`src/design/pbwd_pkg.sv`:
```
package pbwd_pkg;

  // Number of controller register words.
  localparam int unsigned REG_WORDS = 31;
  localparam int unsigned RegIdxW   = $clog2(REG_WORDS);

  // Register word indices.
  localparam logic [4:0] IDX_BMCR    = 5'd0;
  localparam logic [4:0] IDX_SIMM1   = 5'd1;
  localparam logic [4:0] IDX_PCIMW1  = 5'd5;
  localparam logic [4:0] IDX_PCIMW2  = 5'd6;
  localparam logic [4:0] IDX_PCITW1  = 5'd7;
  localparam logic [4:0] IDX_PCITW2  = 5'd8;
  localparam logic [4:0] IDX_PCICAR  = 5'd9;
  localparam logic [4:0] IDX_PCICDR  = 5'd10;
  localparam logic [4:0] IDX_PCIMIOW = 5'd11;

  // Fixed CPU map.
  localparam logic [31:0] RomLo  = 32'h1fc0_0000;
  localparam logic [31:0] RomHi  = 32'h1fcf_ffff;
  localparam logic [31:0] RegsLo = 32'h0f00_0000;
  localparam logic [31:0] RegsHi = 32'(64'h0f00_0000 + 64'(REG_WORDS) * 64'd4 - 64'd1);
  localparam logic [31:0] CfgLo  = 32'h0f00_0100;
  localparam logic [31:0] CfgHi  = 32'h0f00_01ff;

  // Window masks.
  localparam logic [31:0] MstStartMask = 32'hff00_0000;
  localparam logic [31:0] MstTop       = 32'h8000_0000;
  localparam logic [31:0] TgtStartMask = 32'hffe0_0000;
  localparam logic [31:0] TgtTop       = 32'hf000_0000;
  localparam logic [31:0] DramBaseMask = 32'h0fc0_0000;
  localparam logic [31:0] SimmBaseMask = 32'h0fe0_0000;

  typedef enum logic [1:0] {
    CMD_WRITE      = 2'd0,
    CMD_READ       = 2'd1,
    CMD_CPU_DECODE = 2'd2,
    CMD_PCI_DECODE = 2'd3
  } cmd_e;

  typedef enum logic [3:0] {
    REGION_NONE    = 4'd0,
    REGION_ROM     = 4'd1,
    REGION_REGS    = 4'd2,
    REGION_CONFIG  = 4'd3,
    REGION_DRAM    = 4'd4,
    REGION_SIMM    = 4'd5,
    REGION_MEMWIN1 = 4'd6,
    REGION_MEMWIN2 = 4'd7,
    REGION_IO      = 4'd8,
    REGION_TARGET1 = 4'd9,
    REGION_TARGET2 = 4'd10
  } region_e;

  // Register file contents that the decoder looks at.
  typedef struct packed {
    logic [31:0] bmcr;
    logic [31:0] simm1;
    logic [31:0] pcimw1;
    logic [31:0] pcimw2;
    logic [31:0] pcimiow;
    logic [31:0] pcitw1;
    logic [31:0] pcitw2;
    logic [31:0] dram_base;
    logic [1:0]  dram_shift;
    logic [31:0] bank1_base;
    logic [2:0]  simm_shift;
  } state_t;

endpackage

```
`src/design/pbwd_regfile.sv`:
```
module pbwd_regfile (
  input  logic                 clk_i,
  input  logic                 rst_ni,
  input  logic                 wr_en_i,
  input  logic [4:0]           idx_i,
  input  logic [31:0]          wr_data_i,
  input  logic [3:0]           wr_be_i,
  output logic [31:0]          rd_data_o,
  output pbwd_pkg::state_t     state_o
);

  logic [31:0] rf_q [pbwd_pkg::REG_WORDS];
  logic [31:0] rf_d [pbwd_pkg::REG_WORDS];
  logic [31:0] cfg_addr_q, cfg_addr_d;
  logic [31:0] dram_base_q, dram_base_d;
  logic [1:0]  dram_shift_q, dram_shift_d;
  logic [31:0] bank1_base_q, bank1_base_d;
  logic [2:0]  simm_shift_q, simm_shift_d;

  logic                            idx_ok;
  logic [pbwd_pkg::RegIdxW-1:0]    ridx;
  logic [31:0]                     old_word;
  logic [31:0]                     mask;
  logic [31:0]                     merged;

  // Rewrites a type-0 configuration address as type 1; the lowest set bit of
  // 23..11 gives the device number.
  function automatic logic [31:0] to_type1(input logic [31:0] v);
    logic [3:0] dev;
    dev = 4'd0;
    for (int i = 23; i >= 11; i--) begin
      if (v[i]) dev = 4'(i - 10);
    end
    if (v[1:0] != 2'b00) return v;
    return {1'b1, 16'b0, dev, v[10:0]};
  endfunction

  assign idx_ok   = 32'(idx_i) < pbwd_pkg::REG_WORDS;
  assign ridx     = pbwd_pkg::RegIdxW'(idx_i);
  assign old_word = idx_ok ? rf_q[ridx] : 32'd0;
  assign mask     = {{8{wr_be_i[3]}}, {8{wr_be_i[2]}}, {8{wr_be_i[1]}}, {8{wr_be_i[0]}}};
  assign merged   = (old_word & ~mask) | (wr_data_i & mask);

  always_comb begin
    rf_d         = rf_q;
    cfg_addr_d   = cfg_addr_q;
    dram_base_d  = dram_base_q;
    dram_shift_d = dram_shift_q;
    bank1_base_d = bank1_base_q;
    simm_shift_d = simm_shift_q;
    if (wr_en_i && idx_ok) begin
      rf_d[ridx] = merged;
      case (idx_i)
        pbwd_pkg::IDX_PCICAR: cfg_addr_d = to_type1(merged);
        pbwd_pkg::IDX_BMCR: begin
          if (merged[3]) begin
            dram_base_d  = merged & pbwd_pkg::DramBaseMask;
            dram_shift_d = merged[14] ? 2'd0 : (merged[15] ? 2'd1 : 2'd2);
          end
        end
        pbwd_pkg::IDX_SIMM1: begin
          if (merged[3]) begin
            bank1_base_d = merged & pbwd_pkg::SimmBaseMask;
            simm_shift_d = 3'd5;
            for (int i = 17; i >= 13; i--) begin
              if (merged[i]) simm_shift_d = 3'(i - 13);
            end
          end
        end
        default: ;
      endcase
    end
  end

  always_ff @(posedge clk_i or negedge rst_ni) begin
    if (!rst_ni) begin
      for (int i = 0; i < pbwd_pkg::REG_WORDS; i++) rf_q[i] <= 32'd0;
      cfg_addr_q   <= 32'd0;
      dram_base_q  <= 32'd0;
      dram_shift_q <= 2'd0;
      bank1_base_q <= 32'd0;
      simm_shift_q <= 3'd0;
    end else begin
      rf_q         <= rf_d;
      cfg_addr_q   <= cfg_addr_d;
      dram_base_q  <= dram_base_d;
      dram_shift_q <= dram_shift_d;
      bank1_base_q <= bank1_base_d;
      simm_shift_q <= simm_shift_d;
    end
  end

  // The address register reads back the converted address; the data
  // register reads back what was stored.
  always_comb begin
    if (idx_i == pbwd_pkg::IDX_PCICAR) begin
      rd_data_o = cfg_addr_q;
    end else begin
      rd_data_o = old_word;
    end
  end

  assign state_o.bmcr       = rf_q[pbwd_pkg::RegIdxW'(pbwd_pkg::IDX_BMCR)];
  assign state_o.simm1      = rf_q[pbwd_pkg::RegIdxW'(pbwd_pkg::IDX_SIMM1)];
  assign state_o.pcimw1     = rf_q[pbwd_pkg::RegIdxW'(pbwd_pkg::IDX_PCIMW1)];
  assign state_o.pcimw2     = rf_q[pbwd_pkg::RegIdxW'(pbwd_pkg::IDX_PCIMW2)];
  assign state_o.pcimiow    = rf_q[pbwd_pkg::RegIdxW'(pbwd_pkg::IDX_PCIMIOW)];
  assign state_o.pcitw1     = rf_q[pbwd_pkg::RegIdxW'(pbwd_pkg::IDX_PCITW1)];
  assign state_o.pcitw2     = rf_q[pbwd_pkg::RegIdxW'(pbwd_pkg::IDX_PCITW2)];
  assign state_o.dram_base  = dram_base_q;
  assign state_o.dram_shift = dram_shift_q;
  assign state_o.bank1_base = bank1_base_q;
  assign state_o.simm_shift = simm_shift_q;

endmodule

```
`src/design/pbwd_decode.sv`:
```
module pbwd_decode (
  input  pbwd_pkg::cmd_e     cmd_i,
  input  logic [31:0]        addr_i,
  input  pbwd_pkg::state_t   state_i,
  output pbwd_pkg::region_e  region_o,
  output logic [31:0]        xaddr_o
);

  // Returns {hit, offset into window}. Set bits of the size field add compared
  // bits just below the top bits, which are always compared, and narrow the window.
  function automatic logic [32:0] win_check(input logic [31:0] r,
                                            input logic [31:0] start_mask,
                                            input logic [31:0] top,
                                            input int unsigned pos,
                                            input logic [31:0] a);
    logic [31:0] st;
    logic [31:0] en;
    st = r & start_mask;
    en = st | ~(top | ({25'b0, r[19:13]} << pos));
    return {r[12] && (a >= st) && (a <= en), a - st};
  endfunction

  logic [32:0] dram_diff, simm_diff, dram_size, bank1_span;
  logic        dram_hit, simm_hit;
  logic [32:0] mw1, mw2, mio, tw1, tw2;

  assign dram_size  = 33'b1 << (6'd22 + 6'(state_i.dram_shift));
  assign bank1_span = 33'b1 << (6'd21 + 6'(state_i.simm_shift));
  assign dram_diff  = {1'b0, addr_i} - {1'b0, state_i.dram_base};
  assign simm_diff  = {1'b0, addr_i} - {1'b0, state_i.bank1_base};
  assign dram_hit   = state_i.bmcr[3] && !dram_diff[32] && (dram_diff < dram_size);
  assign simm_hit   = state_i.simm1[3] && !simm_diff[32] && (simm_diff < bank1_span);

  assign mw1 = win_check(state_i.pcimw1, pbwd_pkg::MstStartMask, pbwd_pkg::MstTop, 24, addr_i);
  assign mw2 = win_check(state_i.pcimw2, pbwd_pkg::MstStartMask, pbwd_pkg::MstTop, 24, addr_i);
  assign mio = win_check(state_i.pcimiow, pbwd_pkg::MstStartMask, pbwd_pkg::MstTop, 24, addr_i);
  assign tw1 = win_check(state_i.pcitw1, pbwd_pkg::TgtStartMask, pbwd_pkg::TgtTop, 21, addr_i);
  assign tw2 = win_check(state_i.pcitw2, pbwd_pkg::TgtStartMask, pbwd_pkg::TgtTop, 21, addr_i);

  // Later checks override earlier ones, so the last hit wins.
  always_comb begin
    region_o = pbwd_pkg::REGION_NONE;
    xaddr_o  = 32'd0;
    case (cmd_i)
      pbwd_pkg::CMD_CPU_DECODE: begin
        if (addr_i >= pbwd_pkg::RomLo && addr_i <= pbwd_pkg::RomHi) begin
          region_o = pbwd_pkg::REGION_ROM;
          xaddr_o  = addr_i - pbwd_pkg::RomLo;
        end
        if (addr_i >= pbwd_pkg::RegsLo && addr_i <= pbwd_pkg::RegsHi) begin
          region_o = pbwd_pkg::REGION_REGS;
          xaddr_o  = addr_i - pbwd_pkg::RegsLo;
        end
        if (addr_i >= pbwd_pkg::CfgLo && addr_i <= pbwd_pkg::CfgHi) begin
          region_o = pbwd_pkg::REGION_CONFIG;
          xaddr_o  = addr_i - pbwd_pkg::CfgLo;
        end
        if (dram_hit) begin
          region_o = pbwd_pkg::REGION_DRAM;
          xaddr_o  = dram_diff[31:0];
        end
        if (simm_hit) begin
          region_o = pbwd_pkg::REGION_SIMM;
          xaddr_o  = simm_diff[31:0];
        end
        if (mw1[32]) begin
          region_o = pbwd_pkg::REGION_MEMWIN1;
          xaddr_o  = {state_i.pcimw1[7:0], 24'b0} | mw1[31:0];
        end
        if (mw2[32]) begin
          region_o = pbwd_pkg::REGION_MEMWIN2;
          xaddr_o  = {state_i.pcimw2[7:0], 24'b0} | mw2[31:0];
        end
        if (mio[32]) begin
          region_o = pbwd_pkg::REGION_IO;
          xaddr_o  = {state_i.pcimiow[7:0], 24'b0} | mio[31:0];
        end
      end
      pbwd_pkg::CMD_PCI_DECODE: begin
        if (tw1[32]) begin
          region_o = pbwd_pkg::REGION_TARGET1;
          xaddr_o  = {state_i.pcitw1[10:0], 21'b0} | tw1[31:0];
        end
        if (tw2[32]) begin
          region_o = pbwd_pkg::REGION_TARGET2;
          xaddr_o  = {state_i.pcitw2[10:0], 21'b0} | tw2[31:0];
        end
      end
      default: ;
    endcase
  end

endmodule

```
`src/design/pci_bridge_window_decoder.sv`:
```
// Register file and address window decoder of a CPU-to-PCI bridge.
// Each input word carries a command: a byte-masked register write, a
// register read, a CPU-address decode or a PCI-address decode. Each accepted
// word gives exactly one result word with read data, region and translated
// address; fields that the command does not produce are zero.
// Both channels use valid/ready. A word is captured in an input register,
// then decoded against the register state and written to the result
// register once the result register is free, that is, empty or being
// taken by the receiver.
// Throughput is one word per cycle while the receiver takes each result; the
// single decode stage between the input and result registers sets it, and register
// writes update the state as the word leaves the input register, so the next word already sees them.
// When the receiver stalls, the result register holds and the input
// register fills; ready falls only once both are occupied.
// Reset clears all registers, the derived window state and both pipeline
// stages; the block is ready for a word as soon as reset is released.
module pci_bridge_window_decoder (
  input  logic        clk_i,
  input  logic        rst_ni,
  input  logic        in_valid_i,
  output logic        in_ready_o,
  input  logic [1:0]  command_i,
  input  logic [4:0]  reg_index_i,
  input  logic [31:0] write_data_i,
  input  logic [3:0]  byte_enable_i,
  input  logic [31:0] address_i,
  output logic        out_valid_o,
  input  logic        out_ready_i,
  output logic [31:0] read_data_o,
  output logic [3:0]  region_o,
  output logic [31:0] translated_address_o
);

  logic               s1_valid_q, s1_valid_d;
  pbwd_pkg::cmd_e     cmd_q;
  logic [4:0]         idx_q;
  logic [31:0]        data_q;
  logic [3:0]         be_q;
  logic [31:0]        addr_q;

  logic               out_valid_q, out_valid_d;
  logic [31:0]        rd_q;
  pbwd_pkg::region_e  region_q;
  logic [31:0]        xaddr_q;

  logic               out_free, advance, in_fire;
  logic [31:0]        rf_rd;
  pbwd_pkg::state_t   state;
  pbwd_pkg::region_e  dec_region;
  logic [31:0]        dec_xaddr;

  assign out_free   = !out_valid_q || out_ready_i;
  assign advance    = s1_valid_q && out_free;
  assign in_ready_o = !s1_valid_q || advance;
  assign in_fire    = in_valid_i && in_ready_o;

  assign s1_valid_d  = in_fire ? 1'b1 : (advance ? 1'b0 : s1_valid_q);
  assign out_valid_d = advance ? 1'b1 : (out_ready_i ? 1'b0 : out_valid_q);

  pbwd_regfile u_regfile (
    .clk_i     (clk_i),
    .rst_ni    (rst_ni),
    .wr_en_i   (advance && cmd_q == pbwd_pkg::CMD_WRITE),
    .idx_i     (idx_q),
    .wr_data_i (data_q),
    .wr_be_i   (be_q),
    .rd_data_o (rf_rd),
    .state_o   (state)
  );

  pbwd_decode u_decode (
    .cmd_i    (cmd_q),
    .addr_i   (addr_q),
    .state_i  (state),
    .region_o (dec_region),
    .xaddr_o  (dec_xaddr)
  );

  always_ff @(posedge clk_i or negedge rst_ni) begin
    if (!rst_ni) begin
      s1_valid_q  <= 1'b0;
      out_valid_q <= 1'b0;
    end else begin
      s1_valid_q  <= s1_valid_d;
      out_valid_q <= out_valid_d;
    end
  end

  always_ff @(posedge clk_i) begin
    if (in_fire) begin
      cmd_q  <= pbwd_pkg::cmd_e'(command_i);
      idx_q  <= reg_index_i;
      data_q <= write_data_i;
      be_q   <= byte_enable_i;
      addr_q <= address_i;
    end
  end

  always_ff @(posedge clk_i) begin
    if (advance) begin
      rd_q     <= (cmd_q == pbwd_pkg::CMD_READ) ? rf_rd : 32'd0;
      region_q <= dec_region;
      xaddr_q  <= dec_xaddr;
    end
  end

  assign out_valid_o          = out_valid_q;
  assign read_data_o          = rd_q;
  assign region_o             = region_q;
  assign translated_address_o = xaddr_q;

  a_ready_low_needs_full_stage: assert property (
    @(posedge clk_i) disable iff (!rst_ni)
    !in_ready_o |-> (s1_valid_q && out_valid_q && !out_ready_i))
    else $error("input stalled while the pipeline can move");

  a_advance_fills_output: assert property (
    @(posedge clk_i) disable iff (!rst_ni)
    advance |=> out_valid_o)
    else $error("advanced word did not reach the result register");

  a_read_excludes_region: assert property (
    @(posedge clk_i) disable iff (!rst_ni)
    out_valid_o && read_data_o != 32'd0 |-> region_o == pbwd_pkg::REGION_NONE)
    else $error("read data and a decode region in the same result");

  a_no_hit_no_address: assert property (
    @(posedge clk_i) disable iff (!rst_ni)
    out_valid_o && region_o == pbwd_pkg::REGION_NONE |-> translated_address_o == 32'd0)
    else $error("translated address without a hit");

endmodule
```
`config.mk`:
```
export PLATFORM = sky130hd
export DESIGN_NAME = pci_bridge_window_decoder
export DESIGN_NICKNAME = d
export VERILOG_FILES = /design/src/design/pbwd_pkg.sv /design/src/design/pbwd_regfile.sv /design/src/design/pbwd_decode.sv /design/src/design/pci_bridge_window_decoder.sv
export SDC_FILE = /design/constraint.sdc
export NUM_CORES = 2
export LEC_CHECK = 0
export ABC_CLOCK_PERIOD_IN_PS = 5300
export CAP_MARGIN = 40
export CORE_ASPECT_RATIO = 0.8
export CORE_MARGIN = 3
export CORE_UTILIZATION = 64
export CTS_CLUSTER_DIAMETER = 80
export CTS_CLUSTER_SIZE = 25
export DETAILED_ROUTE_END_ITERATION = 16
export DONT_BUFFER_PORTS = 1
export GPL_TIMING_DRIVEN = 1
export PLACE_DENSITY = 0.8
export SETUP_SLACK_MARGIN = 0.3
export SLEW_MARGIN = 20
export SYNTH_ARGS = -nofsm -noshare
export SYNTH_HDL_FRONTEND = slang
export SYNTH_SLANG_ARGS = --single-unit
```
`constraint.sdc`:
```
create_clock -name clk_i -period 5.3 [get_ports clk_i]
set_input_delay 0.265 -clock clk_i [delete_from_list [all_inputs] [get_ports clk_i]]
set_output_delay 0.265 -clock clk_i [all_outputs]
set_load 0.1 [all_outputs]
```
==> Word level (Yosys, flattened, before mapping) <==
Cells that the tools add are included.
{ "totals": {"reg_bits": 1187, "latch_bits": 0, "ramBits": 0, "mem_bits_ro": 0, "inputBits": 79, "out_inout_bits": 70, "elab_cells": 201, "memories": 0} }
{ "op_classes": {"addsub": 12, "n_mul": 0, "div_mod_pow": 0, "magnitude_cmp": 21, "n_eq_ne": 5, "shift": 2, "n_mux": 59, "n_bitwise": 20, "reduce_logical": 36} }
{ "op_table": {"columns": ["cell", "n"], "rows": [
  ["992-bit bitwise mux", 1],
  ["32-bit two-way mux", 17],
  ["32-bit OR", 11],
  ["32-bit NOT", 6],
  ["32-bit binary-select mux with 5-bit select", 1],
  ["32-bit demux with 5-bit select", 1],
  ["32-bit greater-or-equal comparator", 5],
  ["32-bit <= comparator", 5],
  ["32-bit subtractor", 5],
  ["4-bit two-way mux", 22],
  ["33-bit less-than comparator", 2],
  ["1-bit by 6-bit << shifter with 33-bit output (first input constant)", 2],
  ["32-bit by 28-bit subtractor with 33-bit output", 2],
  ["32-bit AND", 2],
  ["32-bit by 28-bit greater-or-equal comparator with 1-bit output (second input constant)", 2],
  ["32-bit by 28-bit <= comparator with 1-bit output (second input constant)", 2],
  ["32-bit one-hot mux with 2 select lines", 1],
  ["32-bit by 28-bit subtractor with 32-bit output (second input constant)", 2],
  ["32-bit by 29-bit greater-or-equal comparator with 1-bit output (second input constant)", 1],
  ["32-bit by 29-bit <= comparator with 1-bit output (second input constant)", 1],
  ["32-bit by 29-bit subtractor with 32-bit output (second input constant)", 1],
  ["1-bit logical AND", 22],
  ["3-bit two-way mux", 4],
  ["1-bit two-way mux", 9],
  ["19 further kinds", 28]
]} }

==> Depth between registers and ports, before layout <==
{ "depth": {"word_depth": 21, "mapped_depth": 19, "ltp_nobuf": 18} }

==> Hierarchy <==
From an unflattened synthesis, not the netlist that was laid out.
{ "unflattened": {"cells_unflattened": 6198, "hier_area_um2": 62038.2} }
{ "modules_own_cells": {"columns": ["mod", "n_inst", "cells_per_inst", "area_each_um2", "seq_area_each_um2"], "rows": [
  ["pbwd_regfile", 1, 4629, 47938.5, 26075.0],
  ["pbwd_decode", 1, 1380, 9450.3, 0.0],
  ["pci_bridge_window_decoder", 1, 189, 4649.5, 4344.2]
]} }

==> Least setup slack after synthesis <==
No wires, ideal clock.
{ "synth_path": {"kind": "register to register", "start": "reg addr_q[22]", "end": "reg xaddr_q[28], in the netlist translated_address_o[28] (data pin)", "setup_ns": 0.261, "arrival_ns": 4.082, "t_required_ns": 5.039, "setup_slack_ns": 0.957, "path_stages_with_launch": 19, "n_path_buf": 1, "period_less_slack_ns": 4.343, "path_cell_list": "edfxtp_1 > inv_1 > ha_1 > inv_1 > fa_1 > a21oi_1 > o221ai_1 > nor3_1 > xor2_1 > ha_1 > a211oi_1 > o21ai_0 > o221a_2 > or2_1 > clkbuf_1 > nand2_1 > a21oi_1 > a311o_1 > a311o_1"} }
{ "synth_via": {"elab_chain_len": 11, "elab_cells_between_ends": 63, "cone_classes": "10 x add/sub; 18 x order compare; 11 x mux; 5 x bitwise; 19 x reduce/logical"} }
{ "synth_lines": {"columns": ["item", "line_no", "source"], "rows": [
  ["from (decl)", "pci_bridge_window_decoder.sv:39", "logic [31:0] addr_q;"],
  ["from (signal assigned)", "pci_bridge_window_decoder.sv:95", "addr_q <= address_i;"],
  ["parallel branches: the longest is 10 deep, another holds 32-bit by 28-bit subtractor with 33-bit output", null, null],
  ["32-bit one-hot mux with 2 select lines *", "pbwd_decode.sv:44", "case (cmd_i)"],
  ["to (signal assigned)", "pci_bridge_window_decoder.sv:103", "xaddr_q <= dec_xaddr;"],
  ["to (decl)", "pci_bridge_window_decoder.sv:44", "logic [31:0] xaddr_q;"]
]} }
Mark *: on every way between the ends.
A chain may end at the register's enable or synchronous reset.

==> Worst setup path in the final report <==
{ "layout_path": {"start": "reg addr_q[21]", "end": "reg xaddr_q[29], in the netlist translated_address_o[29] (data pin)"} }
The elaborated chain is that of the path after synthesis.

==> flow_summary_export.csv <==
group,metric,value,unit
run_status,status,"finished, final reports clean",
global_route,grt_use_total,39.0,%
power_and_ir_drop,p_clk_share,28.5,%
power_and_ir_drop,p_per_area,283,nW/um2
power_and_ir_drop,power,17.7,mW
setup_path,end_kind,"flop",
finish,fin_cells,6353,
finish,final_util,71.0,%
power_and_ir_drop,power.leakage,28.0,nW
setup_path,crit_required,5.67,ns
detailed_routing,detail_route.wl_per_cell,28.6,um
min_path,min_path_cells,3,
timing,finalSetupViolCount,0,
yosys,ys_ff_latch,1187,
timing,holdWs,0.113,ns
setup_path,worstSetupStartpointType,"flop",
clock_network,cts_root_buffer,"clkbuf_16",
detailed_routing,antenna_left,0,
finish,drive_above_1_share,16.8,%
timing,max_freq,214,MHz
timing,setup_ws,0.630,ns
placed_design,dp.final_hpwl,123000,um
global_route,grt_pass1_wl,272000,um
detailed_routing,vias_per_cell,6.86,
clock_network,clkTransAtPathRegs,0.11,ns
timing,min_period_over_period,88.1,%
detailed_routing,drt-initial-drc-count,6057,
placed_design,gp_congestion,1.00,
yosys,synth_edf_count,143,
power_and_ir_drop,p_sw,5.05,mW
timing,worstMarginPinSlew,0.990,ns
placed_design,portBuffers,0,
clock_network,clock-sinks,1187,
timing,period_minus_slack,4.67,ns
yosys,seq_area_frac_synth,53.1,%
timing,rsz0062_at_grt,"no",
run,cap_violations,0,
timing,slew_headroom,34.0,%
timing,drv_slew,0,
setup_path,r2r-start,"addr_q[21]",
global_route,antenna_found_initial,5,
finish,layout_commonest_cell,"dfrtp_1",
setup_path,worstSetupPathType,"reg -> reg",
yosys,yosys.area.top_type,"dfrtp_1",
yosys,syn_avg_cell_area,11.1,um2
yosys,synthCells,5163,
placed_design,dpl-instance-area,59900,um2
die,core,88100,um2
setup_path,rr_worst_depth,18,
timing,fin_tns_setup,0,ns
min_path,hp-start,"out_ready_i",
die,io_pins,149,
min_path,hold_path.class,"in -> reg",
yosys,ys_types,93,
clock_network,numCtsBuffers,56,
power_and_ir_drop,p_int,12.6,mW
detailed_routing,vias,43600,
placed_design,dpl_worst_slack,0.603,ns
global_route,grt_pass1_vias,42300,
finish,stdcell_area,62600,um2
die,die_y,274,um
power_and_ir_drop,combPwrFrac,14.1,%
placed_design,dp_cells,6180,
detailed_routing,wl,182000,um
detailed_routing,met2_length,79900,um
detailed_routing,drt-met1-wl,69800,um
yosys,async_flop_share,88.0,%
setup_path,cp-startpoint,"addr_q[21]",
yosys,synth_warnings,0,
finish,layout.nets,5349,
yosys,synth.area.top_cells,"dfrtp_1 (46%), edfxtp_1 (7.5%), mux2_2 (6.7%)",
die,die_w,340,um
yosys,synth_top_area_share,45.6,%
timing,hold_viol,0,
power_and_ir_drop,seq_power_share,57.4,%
die,die-area,93100,um2
power_and_ir_drop,switching_share,28.5,%
detailed_routing,met3_length,23800,um
clock_network,tritoncts,"built",
die,rows,97,
yosys,netlist_area,57200,um2
power_and_ir_drop,max-vdd-ir-drop,308,uV
finish,layout_common_cells,"dfrtp_1 (1044), nand2_1 (811), o21ai_0 (751)",
detailed_routing,drc,0,
clock_network,htreeDepth,2,
die,start_util,65.0,%
setup_path,arrival,5.04,ns
timing,clock-skew-final,0.0815,ns
detailed_routing,firstDrtPassIters,7,
clock_network,clk_latency,0.72,ns
clock_network,clockBufferDepth,3,
global_route,grt_max_degree,215,
yosys,synth_ff_type,"dfrtp_1",
detailed_routing,topRoutingLayerUsed,"met5",
setup_path,rrSetupSlack,0.63,ns
setup_path,path_max_fanout,11,
finish,area_delta_synth_final,9.28,%
global_route,grt_overflow,0,
-- repair_timing --
action / in CTS / in global routing
gates resized for setup: 0 / 4
buffers inserted: 0 / 1
setup endpoints to repair: 0 / 3
hold buffers: 79 / 1
hold endpoints to repair: 275 / 5
-- per-layer routing --
layer / GRT usage (%) / vias to the layer above
met5: 0 / -
met4: 14.6 / 2
met3: 12.4 / 492
met2: 57.8 / 2765
met1: 54.3 / 21900
li1: - / 18400
-- path summary, 6_finish.rpt --
kind / to
setup / recovery: translated_address_o[29]
hold / removal: s1_valid_q
setup reg to reg: translated_address_o[29]
hold reg to reg: u_regfile.cfg_addr_q[29]
max in group asynchronous: u_regfile.rf_q[465]
min in group asynchronous: out_valid_o
-- kinds of logic (layout without fill, tap and decap cells) --
family | Yosys count | in the layout | share of synthesized area (%)
and+or+nand+nor | 1379 | 1379 | 10.9
buffers and inverters | 498 | 488 | 3.86
DFF | 1187 | 1187 | 53.1
AOI/OAI and AO/OA | 1220 | 1220 | 12.6
adders and majority gates | 130 | 130 | 2.93
other | 1 | 13 | 0.00655
muxes | 706 | 706 | 15.9
xor gates and xnor gates | 42 | 42 | 0.643
-- power by group through the flow --
stage                     clock network (mW)  registers [mW]  logic (mW)
final                                   5.04            10.1        2.50
after global routing                    5.38            10.2        2.68
after CTS                               5.05            10.1        2.41
after detailed placement                   0            10.3        2.35
after global placement                     0            10.4        2.04
after floorplan                            0            10.3        1.33
-- registers in the layout, summed over array words and instances, names as in the netlist, 5 cells and up --
register                flops
translated_address_o       32
idx_q                       5
u_regfile.cfg_addr_q       32
data_q                     32
addr_q                     32
u_regfile.bank1_base_q      7
read_data_o                32
u_regfile.rf_q            768
u_regfile.dram_base_q       6
u_regfile.state_o         224
-- worst max-delay path, cell delays in order (launching register included) --
cell      delay (ns)
edfxtp_1        0.41
inv_1           0.21
ha_1            0.21
inv_1           0.05
fa_1            0.41
a21o_1          0.17
a21oi_1         0.27
o21bai_1        0.11
a21oi_1         0.18
xnor2_1         0.14
ha_1            0.31
nand4_1         0.10
a211oi_1        0.23
nor2_1          0.10
o21a_1          0.27
nand2_1         0.34
o21ai_0         0.24
a211oi_1        0.42
o211ai_1        0.15
-- synthesized netlist by cell type (9+ instances only) --
library cell,instances
xnor2_1,22
inv_1,90
or3_1,27
buf_2,89
o31ai_1,22
o21a_1,16
a21o_1,24
nand2b_1,34
o211ai_1,23
a211oi_1,34
o21ai_0,752
a21oi_1,64
edfxtp_1,143
or4_1,16
dfrtp_1,1044
nor4_1,14
ha_1,123
nor2_1,138
nor3_1,61
mux4_2,126
clkbuf_1,272
mux2i_1,235
buf_4,12
nand2_1,827
buf_6,24
o22ai_1,102
and2_1,11
nand4_1,54
a21boi_0,9
nor2b_1,69
xor2_1,20
mux2_2,343
a22oi_1,76
a31oi_1,11
nand3_1,50
or2_2,18
buf_1,10
nand3b_1,14
-- area by class of cell --
| cell class | instances | area [um2] |
|---|---|---|
| Antenna cell | 3 | 7.51 |
| Timing Repair Buffer | 318 | 3760 |
| Inverter | 90 | 339 |
| Tap cell | 1188 | 1490 |
| Multi-Input combinational cell | 3487 | 24900 |
| Clock buffer | 71 | 1480 |
| Fill cell | 6134 | 25600 |
| Clock inverter | 9 | 155 |
| Sequential cell | 1187 | 30400 |
(Power assumes the default switching activity.)
